===== src/rtl/dark_channel_window_filter_unit_macros.svh =====
// Assertion macros for the dark channel window filter.
// Each macro expects signals clk and rst_n in the scope where it is used.
`ifndef DARK_CHANNEL_WINDOW_FILTER_UNIT_MACROS_SVH
`define DARK_CHANNEL_WINDOW_FILTER_UNIT_MACROS_SVH

// Consequent must hold in the same cycle as the antecedent.
`define DCWF_ASSERT_IMP(label, ante, cons, msg) \
  label: assert property (@(posedge clk) disable iff (!rst_n) (ante) |-> (cons)) \
    else $error(msg);

// Consequent must hold in the cycle after the antecedent.
`define DCWF_ASSERT_NEXT(label, ante, cons, msg) \
  label: assert property (@(posedge clk) disable iff (!rst_n) (ante) |=> (cons)) \
    else $error(msg);

`endif


===== src/rtl/dcwf_pkg.sv =====
// Shared constants, types and register codes for the dark channel window filter.
// No dependencies; every other file but the macro header refers to it by scoped names.
`default_nettype none
package dcwf_pkg;
  localparam int MaxWidth  = 1024;
  localparam int MaxRadius = 7;
  localparam int MaxHeight = 4096;
  localparam int RingRows  = 2 * MaxRadius + 1;
  localparam int Depth     = RingRows * MaxWidth;
  localparam int ColW      = $clog2(MaxWidth);
  localparam int RingW     = $clog2(RingRows);
  localparam int AddrW     = $clog2(Depth);

  typedef logic [7:0]       pix_t;
  typedef logic [AddrW-1:0] addr_t;

  typedef enum logic [2:0] {
    CFG_WIDTH  = 3'd0,
    CFG_HEIGHT = 3'd1,
    CFG_RADIUS = 3'd2,
    CFG_MODE   = 3'd3
  } cfg_idx_t;

  typedef struct packed {
    logic  we;
    addr_t waddr;
    pix_t  wdata;
    logic  re;
    addr_t raddr;
  } ram_req_t;
endpackage
`default_nettype wire


===== src/rtl/dcwf_if.sv =====
// Channel interfaces of the dark channel window filter: pixel input, result
// output and configuration write. Depends on dcwf_pkg.
`default_nettype none
interface dcwf_in_if;
  logic valid;
  logic ready;
  logic command;
  dcwf_pkg::pix_t pixel_blue;
  dcwf_pkg::pix_t pixel_green;
  dcwf_pkg::pix_t pixel_red;
  modport source (output valid, command, pixel_blue, pixel_green, pixel_red, input ready);
  modport sink (input valid, command, pixel_blue, pixel_green, pixel_red, output ready);
endinterface

interface dcwf_out_if;
  logic valid;
  logic ready;
  dcwf_pkg::pix_t filtered_value;
  logic last_of_frame;
  modport source (output valid, filtered_value, last_of_frame, input ready);
  modport sink (input valid, filtered_value, last_of_frame, output ready);
endinterface

interface dcwf_cfg_if;
  logic valid;
  logic ready;
  logic [2:0] index;
  logic [12:0] data;
  modport source (output valid, index, data, input ready);
  modport sink (input valid, index, data, output ready);
endinterface
`default_nettype wire


===== src/rtl/dcwf_window_ctrl.sv =====
// Sequencer of the filter: configuration, frame counters, line store writes,
// the window read sweep and the result register. Depends on dcwf_pkg,
// dcwf_if and the assertion macros.
`default_nettype none
`include "dark_channel_window_filter_unit_macros.svh"
module dcwf_window_ctrl (
  input  wire logic               clk,
  input  wire logic               rst_n,
  dcwf_in_if.sink                 in_ch,
  dcwf_out_if.source              out_ch,
  dcwf_cfg_if.sink                cfg_ch,
  output dcwf_pkg::ram_req_t      ram_req,
  input  wire dcwf_pkg::pix_t     ram_rdata
);
  typedef enum logic [4:0] {
    ST_IDLE = 5'b00001,
    ST_STEP = 5'b00010,
    ST_SCAN = 5'b00100,
    ST_TAIL = 5'b01000,
    ST_EMIT = 5'b10000
  } state_t;

  localparam int CntW = 23;

  state_t state_r, state_nxt;

  logic [10:0] width_r;
  logic [12:0] height_r;
  logic [2:0]  radius_r;
  logic        mode_r;

  logic [10:0]     w_c, w_eff_r;
  logic [12:0]     h_c, h_eff_r;
  logic [2:0]      r_c, r_eff_r;
  logic [CntW-1:0] total_c, total_r;
  logic [13:0]     delay_c, delay_r;

  logic                      cmd_r, cmd_nxt;
  dcwf_pkg::pix_t            pix_r, pix_nxt, min_rg;
  logic [dcwf_pkg::ColW-1:0]  col_r, col_nxt, ocol_r, ocol_nxt;
  logic [dcwf_pkg::RingW-1:0] ring_r, ring_nxt, oring_r, oring_nxt;
  logic [11:0]               orow_r, orow_nxt;
  logic [CntW-1:0]           items_r, items_nxt, results_r, results_nxt, items_inc;
  logic [3:0]                dx_r, dx_nxt, dy_r, dy_nxt, span;
  logic                      rd_valid_r;
  dcwf_pkg::pix_t            best_r, best_nxt;
  logic                      out_valid_r, out_valid_nxt, out_last_r, out_last_nxt;
  dcwf_pkg::pix_t            out_val_r, out_val_nxt;

  logic signed [12:0] sx, wm1;
  logic signed [14:0] sy, hm1;
  logic signed [6:0]  ring_sum;
  logic [dcwf_pkg::ColW-1:0]  rd_x;
  logic [dcwf_pkg::RingW-1:0] rd_ring;
  logic cfg_hit, restart;

  // Effective geometry, clamped from the configuration registers and registered.
  always_comb begin
    w_c = width_r;
    if (width_r < 11'd2) w_c = 11'd2;
    if (width_r > 11'(dcwf_pkg::MaxWidth)) w_c = 11'(dcwf_pkg::MaxWidth);
    h_c = height_r;
    if (height_r < 13'd2) h_c = 13'd2;
    if (height_r > 13'(dcwf_pkg::MaxHeight)) h_c = 13'(dcwf_pkg::MaxHeight);
    r_c = radius_r;
    if ({1'b0, radius_r} > 4'(dcwf_pkg::MaxRadius)) r_c = 3'(dcwf_pkg::MaxRadius);
    if (11'(r_c) > w_c - 11'd1) r_c = 3'(w_c - 11'd1);
    if (13'(r_c) > h_c - 13'd1) r_c = 3'(h_c - 13'd1);
    total_c = CntW'(w_c) * CntW'(h_c);
    delay_c = 14'(r_c) * 14'(w_c) + 14'(r_c);
  end

  always_ff @(posedge clk) begin
    w_eff_r <= w_c;
    h_eff_r <= h_c;
    r_eff_r <= r_c;
    total_r <= total_c;
    delay_r <= delay_c;
  end

  assign cfg_ch.ready = 1'b1;
  assign cfg_hit = cfg_ch.valid && (cfg_ch.index == dcwf_pkg::CFG_WIDTH ||
                   cfg_ch.index == dcwf_pkg::CFG_HEIGHT ||
                   cfg_ch.index == dcwf_pkg::CFG_RADIUS ||
                   cfg_ch.index == dcwf_pkg::CFG_MODE);

  always_ff @(posedge clk) begin
    if (!rst_n) begin
      width_r  <= 11'(dcwf_pkg::MaxWidth);
      height_r <= 13'd768;
      radius_r <= 3'd1;
      mode_r   <= 1'b0;
    end else if (cfg_ch.valid) begin
      unique case (cfg_ch.index)
        dcwf_pkg::CFG_WIDTH:  width_r  <= cfg_ch.data[10:0];
        dcwf_pkg::CFG_HEIGHT: height_r <= cfg_ch.data;
        dcwf_pkg::CFG_RADIUS: radius_r <= cfg_ch.data[2:0];
        dcwf_pkg::CFG_MODE:   mode_r   <= cfg_ch.data[0];
        default: ;
      endcase
    end
  end

  // Mirrored window addresses for the current sweep position.
  assign span = {r_eff_r, 1'b0};
  always_comb begin
    wm1 = $signed({2'b0, w_eff_r}) - 13'sd1;
    sx  = $signed({3'b0, ocol_r}) + $signed({9'b0, dx_r}) - $signed({10'b0, r_eff_r});
    if (sx < 0) sx = -sx;
    if (sx > wm1) sx = (wm1 <<< 1) - sx;
    if (sx < 0) sx = '0;
    rd_x = sx[dcwf_pkg::ColW-1:0];
    hm1 = $signed({2'b0, h_eff_r}) - 15'sd1;
    sy  = $signed({3'b0, orow_r}) + $signed({11'b0, dy_r}) - $signed({12'b0, r_eff_r});
    if (sy < 0) sy = -sy;
    if (sy > hm1) sy = (hm1 <<< 1) - sy;
    if (sy < 0) sy = '0;
    // The mirrored row lies within twice the radius of the output row.
    ring_sum = $signed({3'b0, oring_r}) + 7'(sy - $signed({3'b0, orow_r}));
    if (ring_sum < 0) ring_sum = ring_sum + 7'(dcwf_pkg::RingRows);
    else if (ring_sum >= 7'(dcwf_pkg::RingRows)) ring_sum = ring_sum - 7'(dcwf_pkg::RingRows);
    rd_ring = ring_sum[dcwf_pkg::RingW-1:0];
  end

  assign min_rg    = (in_ch.pixel_red < in_ch.pixel_green) ? in_ch.pixel_red : in_ch.pixel_green;
  assign items_inc = items_r + CntW'(1);
  assign in_ch.ready = (state_r == ST_IDLE);

  always_comb begin
    state_nxt     = state_r;
    cmd_nxt       = cmd_r;
    pix_nxt       = pix_r;
    col_nxt       = col_r;
    ring_nxt      = ring_r;
    ocol_nxt      = ocol_r;
    orow_nxt      = orow_r;
    oring_nxt     = oring_r;
    items_nxt     = items_r;
    results_nxt   = results_r;
    dx_nxt        = dx_r;
    dy_nxt        = dy_r;
    best_nxt      = best_r;
    out_valid_nxt = out_valid_r && !out_ch.ready;
    out_val_nxt   = out_val_r;
    out_last_nxt  = out_last_r;
    restart       = 1'b0;
    ram_req.we    = 1'b0;
    ram_req.waddr = dcwf_pkg::AddrW'(int'(ring_r) * dcwf_pkg::MaxWidth + int'(col_r));
    ram_req.wdata = pix_r;
    ram_req.re    = 1'b0;
    ram_req.raddr = dcwf_pkg::AddrW'(int'(rd_ring) * dcwf_pkg::MaxWidth + int'(rd_x));

    if (rd_valid_r) begin
      if (mode_r ? (ram_rdata > best_r) : (ram_rdata < best_r)) best_nxt = ram_rdata;
    end

    unique case (state_r)
      ST_IDLE: begin
        if (in_ch.valid) begin
          cmd_nxt   = in_ch.command;
          pix_nxt   = (in_ch.pixel_blue < min_rg) ? in_ch.pixel_blue : min_rg;
          state_nxt = ST_STEP;
        end
      end
      ST_STEP: begin
        state_nxt = ST_IDLE;
        if (!(items_r < total_r && cmd_r)) begin
          if (items_r < total_r) begin
            ram_req.we = 1'b1;
            if ({1'b0, col_r} + 11'd1 == w_eff_r) begin
              col_nxt  = '0;
              ring_nxt = (ring_r == dcwf_pkg::RingW'(dcwf_pkg::RingRows - 1)) ? '0
                         : ring_r + dcwf_pkg::RingW'(1);
            end else begin
              col_nxt = col_r + dcwf_pkg::ColW'(1);
            end
          end
          items_nxt = items_inc;
          if (items_inc - results_r > CntW'(delay_r) && results_r < total_r) begin
            state_nxt = ST_SCAN;
            dx_nxt    = '0;
            dy_nxt    = '0;
            best_nxt  = mode_r ? 8'd0 : 8'hFF;
          end
        end
      end
      ST_SCAN: begin
        ram_req.re = 1'b1;
        if (dx_r == span) begin
          dx_nxt = '0;
          if (dy_r == span) state_nxt = ST_TAIL;
          else dy_nxt = dy_r + 4'd1;
        end else begin
          dx_nxt = dx_r + 4'd1;
        end
      end
      ST_TAIL: state_nxt = ST_EMIT;
      ST_EMIT: begin
        if (!out_valid_r || out_ch.ready) begin
          out_valid_nxt = 1'b1;
          out_val_nxt   = best_r;
          out_last_nxt  = (results_r + CntW'(1) == total_r);
          results_nxt   = results_r + CntW'(1);
          state_nxt     = ST_IDLE;
          if ({1'b0, ocol_r} + 11'd1 == w_eff_r) begin
            ocol_nxt  = '0;
            orow_nxt  = orow_r + 12'd1;
            oring_nxt = (oring_r == dcwf_pkg::RingW'(dcwf_pkg::RingRows - 1)) ? '0
                        : oring_r + dcwf_pkg::RingW'(1);
          end else begin
            ocol_nxt = ocol_r + dcwf_pkg::ColW'(1);
          end
          if (results_r + CntW'(1) == total_r) restart = 1'b1;
        end
      end
      default: state_nxt = ST_IDLE;
    endcase

    if (restart || cfg_hit) begin
      col_nxt     = '0;
      ring_nxt    = '0;
      ocol_nxt    = '0;
      orow_nxt    = '0;
      oring_nxt   = '0;
      items_nxt   = '0;
      results_nxt = '0;
    end
    if (cfg_hit) state_nxt = ST_IDLE;
  end

  always_ff @(posedge clk) begin
    if (!rst_n) begin
      state_r     <= ST_IDLE;
      col_r       <= '0;
      ring_r      <= '0;
      ocol_r      <= '0;
      orow_r      <= '0;
      oring_r     <= '0;
      items_r     <= '0;
      results_r   <= '0;
      dx_r        <= '0;
      dy_r        <= '0;
      rd_valid_r  <= 1'b0;
      out_valid_r <= 1'b0;
    end else begin
      state_r     <= state_nxt;
      col_r       <= col_nxt;
      ring_r      <= ring_nxt;
      ocol_r      <= ocol_nxt;
      orow_r      <= orow_nxt;
      oring_r     <= oring_nxt;
      items_r     <= items_nxt;
      results_r   <= results_nxt;
      dx_r        <= dx_nxt;
      dy_r        <= dy_nxt;
      rd_valid_r  <= ram_req.re;
      out_valid_r <= out_valid_nxt;
    end
  end

  always_ff @(posedge clk) begin
    cmd_r      <= cmd_nxt;
    pix_r      <= pix_nxt;
    best_r     <= best_nxt;
    out_val_r  <= out_val_nxt;
    out_last_r <= out_last_nxt;
  end

  assign out_ch.valid          = out_valid_r;
  assign out_ch.filtered_value = out_val_r;
  assign out_ch.last_of_frame  = out_last_r;

  `DCWF_ASSERT_IMP(a_no_rw_overlap, ram_req.we, !ram_req.re, "line store read and write together")
  `DCWF_ASSERT_NEXT(a_tail_to_emit, state_r == ST_TAIL && !cfg_hit, state_r == ST_EMIT, "sweep tail did not emit")
  `DCWF_ASSERT_IMP(a_results_bound, !$past(cfg_hit), results_r < total_r, "result count passed frame size")
endmodule
`default_nettype wire


===== src/flat_wrapper.sv =====
// flat-port wrapper written by rule: the top's interface ports become plain ports
module dcwf_window_ctrl_flat 
  (clk, rst_n, ram_req, ram_rdata, in_ch_valid, in_ch_command, in_ch_pixel_blue, in_ch_pixel_green, in_ch_pixel_red, in_ch_ready, out_ch_valid, out_ch_filtered_value, out_ch_last_of_frame, out_ch_ready, cfg_ch_valid, cfg_ch_index, cfg_ch_data, cfg_ch_ready);
  dcwf_in_if in_ch_i ();
  dcwf_out_if out_ch_i ();
  dcwf_cfg_if cfg_ch_i ();
  input  wire logic clk;
  input  wire logic rst_n;
  output dcwf_pkg::ram_req_t ram_req;
  input  wire dcwf_pkg::pix_t ram_rdata;
  input wire logic [$bits(in_ch_i.valid)-1:0] in_ch_valid;
  input wire logic [$bits(in_ch_i.command)-1:0] in_ch_command;
  input wire logic [$bits(in_ch_i.pixel_blue)-1:0] in_ch_pixel_blue;
  input wire logic [$bits(in_ch_i.pixel_green)-1:0] in_ch_pixel_green;
  input wire logic [$bits(in_ch_i.pixel_red)-1:0] in_ch_pixel_red;
  output wire logic [$bits(in_ch_i.ready)-1:0] in_ch_ready;
  output wire logic [$bits(out_ch_i.valid)-1:0] out_ch_valid;
  output wire logic [$bits(out_ch_i.filtered_value)-1:0] out_ch_filtered_value;
  output wire logic [$bits(out_ch_i.last_of_frame)-1:0] out_ch_last_of_frame;
  input wire logic [$bits(out_ch_i.ready)-1:0] out_ch_ready;
  input wire logic [$bits(cfg_ch_i.valid)-1:0] cfg_ch_valid;
  input wire logic [$bits(cfg_ch_i.index)-1:0] cfg_ch_index;
  input wire logic [$bits(cfg_ch_i.data)-1:0] cfg_ch_data;
  output wire logic [$bits(cfg_ch_i.ready)-1:0] cfg_ch_ready;
  assign in_ch_i.valid = in_ch_valid;
  assign in_ch_i.command = in_ch_command;
  assign in_ch_i.pixel_blue = in_ch_pixel_blue;
  assign in_ch_i.pixel_green = in_ch_pixel_green;
  assign in_ch_i.pixel_red = in_ch_pixel_red;
  assign in_ch_ready = in_ch_i.ready;
  assign out_ch_valid = out_ch_i.valid;
  assign out_ch_filtered_value = out_ch_i.filtered_value;
  assign out_ch_last_of_frame = out_ch_i.last_of_frame;
  assign out_ch_i.ready = out_ch_ready;
  assign cfg_ch_i.valid = cfg_ch_valid;
  assign cfg_ch_i.index = cfg_ch_index;
  assign cfg_ch_i.data = cfg_ch_data;
  assign cfg_ch_ready = cfg_ch_i.ready;
  dcwf_window_ctrl u_core (.clk(clk), .rst_n(rst_n), .in_ch(in_ch_i), .out_ch(out_ch_i), .cfg_ch(cfg_ch_i), .ram_req(ram_req), .ram_rdata(ram_rdata));
endmodule

===== config.mk =====
export PLATFORM = sky130hd
export DESIGN_NAME = dcwf_window_ctrl_flat
export DESIGN_NICKNAME = d
export VERILOG_FILES = /design/src/rtl/dcwf_pkg.sv /design/src/rtl/dcwf_if.sv /design/src/rtl/dcwf_window_ctrl.sv /design/src/flat_wrapper.sv
export VERILOG_INCLUDE_DIRS = /design/src /design/src/rtl
export SDC_FILE = /design/constraint.sdc
export NUM_CORES = 1
export LEC_CHECK = 0
export ABC_AREA = 1
export BUFFER_PORTS_ARGS = -buffer_cell sky130_fd_sc_hd__buf_2
export CAP_MARGIN = 20
export CORE_AREA = 8 8 280 282
export CTS_BUF_LIST = sky130_fd_sc_hd__clkbuf_2 sky130_fd_sc_hd__clkbuf_4 sky130_fd_sc_hd__clkbuf_8
export DETAILED_ROUTE_END_ITERATION = 7
export DIE_AREA = 0 0 288 290
export REMOVE_ABC_BUFFERS = 1
export SLEW_MARGIN = 10
export SYNTH_ARGS = -nofsm -noshare
export SYNTH_HDL_FRONTEND = slang
export SYNTH_SLANG_ARGS = --single-unit

===== constraint.sdc =====
create_clock -name clk -period 18.8 [get_ports clk]
set_input_delay 0.94 -clock clk [delete_from_list [all_inputs] [get_ports clk]]
set_output_delay 0.94 -clock clk [all_outputs]
set_load 0.02 [all_outputs]

==> results.json, run 1 <==
{
  "grt_setup_unrepaired": "no",
  "required_ns": 17.86,
  "antenna_found_initial": 3,
  "rr_worst_depth": 46,
  "layout_setup_ws_ns": 9.32,
  "yosysMostFrequentCell": "inv_1",
  "r2r-end": "u_core.delay_r[13]$_DFF_P_",
  "p_leak_nw": 12.7,
  "outcome": "finished clean",
  "tritoncts": "yes",
  "grt_pass1_wl_mm": 99.4,
  "rrSetupSlack_ns": 9.79,
  "cts_buffers": 43,
  "cts_resized": 0,
  "synth_common_cells": "inv_1 (587), nand2_1 (570), nor2_1 (339)",
  "avgSynthCellArea_um2": 7.21,
  "grt_max_degree": 46,
  "antenna_left": 0,
  "slew_headroom_pct": 28.0,
  "finalNonFillerCells": 4264,
  "worstMarginPinSlew_ns": 1.08,
  "synth_top_area_share_pct": 17.8,
  "peakVddDrop_uv": 62.0,
  "max_freq_ghz": 0.105,
  "path_max_fanout": 13,
  "cp_common_cell": "nand2_1",
  "hold_violations": 0,
  "dr.pass1.iters": 5,
  "die_h_um": 290,
  "worstReg2RegStart": "u_core.width_r[10]$_SDFFE_PN1P_",
  "yosysTopAreaCell": "dfxtp_1",
  "holdWs_ns": 0.436,
  "crit_path_end_kind": "primary output",
  "synth_seq_cells": 219,
  "crit_type": "register to primary output",
  "clk_latency_ns": 0.64,
  "rows": 100,
  "nets": 3735,
  "vias": 19900,
  "cpPeakStageDelay_ns": 0.62,
  "yosysSeqAreaShare_pct": 20.1,
  "syn_inst": 3145,
  "dieArea_um2": 83500,
  "grt_use_met2_pct": 23.4,
  "period_share_pct": 50.4,
  "placed_cells": 4180,
  "synth_ff_type": "dfxtp_1",
  "htreeDepth": 2,
  "max_cap_violations": 0,
  "synth_edf_count": 18,
  "groute.usage.overall_pct": 14.4,
  "hold_path_class": "register to register",
  "wl_per_cell_um": 14.3,
  "synth_area_leaders": "dfxtp_1 (18%), ha_1 (17%), fa_1 (11%)",
  "path_clk_slew_ns": 0.06,
  "core-area_um2": 73800,
  "port_buffers": 102,
  "gp_congestion": 0.889,
  "netlist_area_um2": 22700,
  "busiest_layer": "met2",
  "endpoint": "ram_req[12]",
  "wirelength_mm": 60.9,
  "synth_cell_types": 55,
  "gr-usage-met1_pct": 19.6,
  "cp.arrival_ns": 8.54,
  "power_density_nw_per_um2": 66.1,
  "place_area_um2": 24300,
  "cts_max_path_buffers": 3,
  "final_cell_area_um2": 25400,
  "clock-sinks": 219,
  "die_w_um": 288,
  "finalClockSkew_ns": 0.0516,
  "gr-total-overflow": 0,
  "drt_first_iter_violations": 1050,
  "slowest_stage": "fa_1",
  "critPathLaunch": "u_core.dy_r[2]$_SDFFE_PN0P_",
  "yosysWarnings": 0,
  "syn_to_final_growth_pct": 12.2,
  "start_kind": "register",
  "cts_root_buf": "clkbuf_8",
  "slew_viol_final": 0,
  "hpwl_mm": 49.5,
  "drive_gt1_share_pct": 7.20,
  "grt_pass1_vias": 19200,
  "post-place-ws_ns": 9.94,
  "finalSetupViolCount": 0,
  "tns_ns": 0,
  "postCtsSetupBuffers": 0,
  "drc_errors": 0,
  "ys_async_sr_fraction_pct": 0,
  "via_per_inst": 4.67,
  "io_pins": 104,
  "fin_crit_ns": 9.48,
  "ctsHoldBuffers": 0,
  "gr-usage-met3_pct": 2.52,
  "initial_core_util_pct": 30.7
}
==> placed cells by master (no fill, tap or decap), types with 40 or more instances in the layout <==
cell type  count
inv_1        587
nor2_1       337
nand2_1      570
fa_1         121
clkbuf_8      58
ha_1         303
xor2_1       177
dfxtp_1      201
nand4_1       49
nand3_1      131
o21ai_0      170
a21oi_1      178
xnor2_1       40
buf_2        102
==> registers in the layout, summed over array words and instances (netlist names), 3 cells and up <==
name / flops
u_core.delay_r: 14
u_core.ring_r: 4
u_core.items_r: 23
u_core.w_eff_r: 11
u_core.pix_r: 8
u_core.r_eff_r: 3
u_core.state_r: 5
u_core.dy_r: 4
u_core.best_r: 8
u_core.ocol_r: 10
u_core.radius_r: 3
u_core.oring_r: 4
u_core.out_ch.filtered_value: 8
u_core.total_r: 23
u_core.col_r: 10
u_core.height_r: 13
u_core.h_eff_r: 13
u_core.dx_r: 4
u_core.width_r: 11
u_core.orow_r: 12
u_core.results_r: 23
==> worst min path at each step <==
stage,from,end,slack (ns),cells past startpoint
after floorplan,u_core.best_r[1]$_DFF_P_,u_core.out_ch.filtered_value[1]$_DFFE_PP_,0.41,0
after global placement,u_core.best_r[5]$_DFF_P_,u_core.out_ch.filtered_value[5]$_DFFE_PP_,0.41,0
after detailed placement,u_core.best_r[4]$_DFF_P_,u_core.out_ch.filtered_value[4]$_DFFE_PP_,0.42,0
after CTS,u_core.best_r[2]$_DFF_P_,u_core.out_ch.filtered_value[2]$_DFFE_PP_,0.44,0
after global routing,u_core.best_r[6]$_DFF_P_,u_core.out_ch.filtered_value[6]$_DFFE_PP_,0.45,0
final,u_core.best_r[2]$_DFF_P_,u_core.out_ch.filtered_value[2]$_DFFE_PP_,0.44,0
==> routing by layer <==
layer | vias up | wire length, µm | part of all wire (%)
li1 | 10300 | - | -
met1 | 9151 | 28800 | 47
met2 | 405 | 27300 | 45
met3 | 91 | 3350 | 5.5
met4 | 0 | 1500 | 2.5
met5 | - | 0 | 0
==> layout make-up <==
type | count | area, µm²
Clock buffer | 67 | 866
Multi-Input combinational cell | 2274 | 15600
Clock inverter | 13 | 280
Sequential cell | 219 | 4560
Timing Repair Buffer | 119 | 638
Tap cell | 969 | 1210
Inverter | 600 | 2250
Antenna cell | 3 | 7.51
Fill cell | 7935 | 48400
==> kinds of logic after synthesis <==
logic type / Yosys count / synth area share (%)
AO/OA/AOI/OAI: 438 / 10.7
XOR/XNOR: 217 / 8.39
buffers and inverters: 653 / 11.0
flip-flops: 219 / 20.1
other: 2 / 0.0331
AND/OR/NAND/NOR: 1184 / 21.9
multiplexers: 8 / 0.353
adder cells (fa/ha/maj): 424 / 27.4
==> power by group <==
part           internal (mW)  switching, mW  total, mW
Sequential             0.496         0.0148      0.511
Clock                  0.405          0.236      0.641
Combinational          0.193          0.338      0.531
Total                   1.09          0.588       1.68
==> worst max-delay path, delay by kind of cell (launching register included) <==
kind	cells	cell delay, ns
compound gates	8	1.04
xor+xnor	1	0.24
fa+ha+maj	6	2.58
flops	1	0.38
simple gates	20	2.81
buf+inv	9	0.91
==> metrics by stage <==
step / power [mW] / utilization, %
CTS: 1.71 / 34.4
floorplan: 0.908 / -
global placement: 1.05 / 32.9
finish: 1.68 / 34.5
global route: 1.80 / 34.5
detailed placement: 1.06 / 32.9
Note: power is estimated with default switching activity, not from simulation.
==> run 2, diff against run 1 <==
==> constraint.sdc (replaced) <==
create_clock -name clk -period 9.8 [get_ports clk]
set_input_delay 0.49 -clock clk [delete_from_list [all_inputs] [get_ports clk]]
set_output_delay 0.49 -clock clk [all_outputs]
set_load 0.02 [all_outputs]
==> run 2 against run 1 <==
  * Power rose by 82%
  * Global-route usage rose by 0.089 points
  * Design area fell by 0.53%
  * Core utilization fell by 0.18 points
  * Clock power rose by 65%
  * Sequential share of layout area rose by 0.096 points
  * Critical path depth rose by 2
  * Highest routed layer is now met5
  * Setup slack got worse by 8.1 ns
  * First-iteration DRC count fell by 2.3%
  * Clock skew fell by 0.015 ns
  * Worst hold slack got worse by 0.31 ns
==> results.json, run 2 (synthesis gave the netlist of run 1 again) <==
{
  "dieArea_um2": 83500,
  "p_sw_mw": 1.12,
  "p_int_mw": 1.94,
  "via_per_inst": 4.63,
  "drc_errors": 0,
  "fin_crit_ns": 8.58,
  "cpPeakStageDelay_ns": 0.54,
  "tns_ns": 0,
  "die_w_um": 288,
  "vias": 19800,
  "io_pins": 104,
  "initial_core_util_pct": 30.7,
  "groute.usage.overall_pct": 14.5,
  "clock-sinks": 219,
  "pwr-share-comb_pct": 33.4,
  "rrSetupSlack_ns": 1.39,
  "finalSetupViolCount": 0,
  "switching_share_pct": 36.7,
  "clk_latency_ns": 0.63,
  "slowest_stage": "fa_1",
  "endpoint": "ram_req[13]",
  "start_kind": "register",
  "biggestRegsByFlops": "u_core.items_r (23), u_core.results_r (23), u_core.total_r (23)",
  "max_freq_ghz": 0.117,
  "wl_per_cell_um": 14.2,
  "worstMarginPinSlew_ns": 1.07,
  "r2r-end": "u_core.delay_r[13]$_DFF_P_",
  "cts_root_buf": "clkbuf_8",
  "maxUsedRoutingLayer": "met5",
  "outcome": "finished clean",
  "power_density_nw_per_um2": 121,
  "wl_met3_mm": 3.19,
  "hold_path_class": "primary input to register",
  "slew_viol_final": 0,
  "max_cap_violations": 0,
  "antenna_found_initial": 3,
  "peakVddDrop_uv": 132,
  "tritoncts": "yes",
  "cp_common_cell": "nand2_1",
  "core-area_um2": 73800,
  "drt-met1-wl_mm": 28.8,
  "clkPwrFrac_pct": 34.6,
  "final_cell_area_um2": 25300,
  "slew_headroom_pct": 28.2,
  "path_clk_slew_ns": 0.06,
  "grt_max_degree": 63,
  "seq_power_share_pct": 32.1,
  "dr.pass1.iters": 5,
  "fillerInstances": 7918,
  "cp.arrival_ns": 8.09,
  "antenna_left": 0,
  "cts_max_path_buffers": 3,
  "path_max_fanout": 13,
  "final_common_cell": "inv_1",
  "critPathLaunch": "u_core.dy_r[2]$_SDFFE_PN0P_",
  "die_h_um": 290,
  "rows": 100,
  "rr_worst_depth": 45,
  "hpwl_mm": 49.6,
  "cts_buffers": 45,
  "grt_pass1_wl_mm": 99.9,
  "period_share_pct": 87.5,
  "required_ns": 9.31,
  "wirelength_mm": 60.6,
  "finalClockSkew_ns": 0.0366,
  "grt_pass1_vias": 19200,
  "crit_path_end_kind": "primary output",
  "layout_common_cells": "inv_1 (587), nand2_1 (570), nor2_1 (337)",
  "place_area_um2": 24300,
  "nets": 3742,
  "hold_violations": 0,
  "worstReg2RegStart": "u_core.width_r[10]$_SDFFE_PN1P_",
  "drt_first_iter_violations": 1026,
  "p_leak_nw": 12.6,
  "crit_type": "register to primary output",
  "grt_setup_unrepaired": "no",
  "port_buffers": 102,
  "gp_congestion": 0.884,
  "gr-total-overflow": 0,
  "drive_gt1_share_pct": 7.28,
  "htreeDepth": 2,
  "syn_to_final_growth_pct": 11.6,
  "wl_met2_mm": 27.4
}
==> run 2: power by group through the flow <==
stage	logic (mW)	clock network (mW)	registers [mW]
final	1.02	1.06	0.980
after global routing	1.18	1.13	0.985
after CTS	1.03	1.10	0.981
after global placement	1.02	0	0.999
after floorplan	0.746	0	0.995
after detailed placement	1.02	0	1.00
==> run 2: timing repair <==
action                                 CTS  global route
hold buffers                             1             0
buffers inserted                         0             0
endpoints found under the hold margin    1             0
gates resized for setup                  0             0
==> run 2: worst max-delay path, delay by kind of cell, from the launching register on <==
kind,cells,cell delay (ns)
simple gates,21,2.20
fa+ha+maj,5,2.19
compound gates,9,1.34
buf+inv,9,0.92
xor+xnor,2,0.46
flops,1,0.38
==> run 2: layer usage <==
layer / vias up / global-route usage (%)
met5: - / 0
met4: 2 / 3.38
met3: 82 / 2.64
met2: 363 / 24.1
met1: 9037 / 19.4
li1: 10300 / -
==> run 2: worst min path at each step <==
stage	start	endpoint	slack, ns	cells past startpoint
after floorplan	u_core.best_r[1]$_DFF_P_	u_core.out_ch.filtered_value[1]$_DFFE_PP_	0.41	0
final	cfg_ch_data[9]	u_core.height_r[9]$_SDFFE_PN1P_	0.12	3
after global routing	cfg_ch_data[9]	u_core.height_r[9]$_SDFFE_PN1P_	0.10	3
after global placement	u_core.best_r[2]$_DFF_P_	u_core.out_ch.filtered_value[2]$_DFFE_PP_	0.42	0
after detailed placement	u_core.best_r[1]$_DFF_P_	u_core.out_ch.filtered_value[1]$_DFFE_PP_	0.41	0
after CTS	cfg_ch_data[9]	u_core.height_r[9]$_SDFFE_PN1P_	0.08	3
==> run 2: per-stage QoR <==
step	power (mW)	hold slack [ns]	instances	util, %	setup slack (ns)
detailed placement	2.02	0.414	4184	32.9	1.47
CTS	3.11	0.0778	4264	34.3	1.06
global route	3.30	0.103	4266	34.3	0.232
global placement	2.01	0.417	4184	32.9	1.61
finish	3.06	0.123	4266	34.3	1.22
floorplan	1.74	0.408	3093	-	2.12
==> run 2: layout make-up <==
type | count | area [µm²] | area share (%)
tap | 969 | 1210 | 4.79
clock buffer | 62 | 803 | 3.17
inverter | 600 | 2250 | 8.90
antenna | 1 | 2.50 | 0.00989
sequential | 219 | 4560 | 18.0
timing repair buffer | 124 | 678 | 2.68
multi-input combinational | 2274 | 15600 | 61.7
clock inverter | 17 | 173 | 0.682
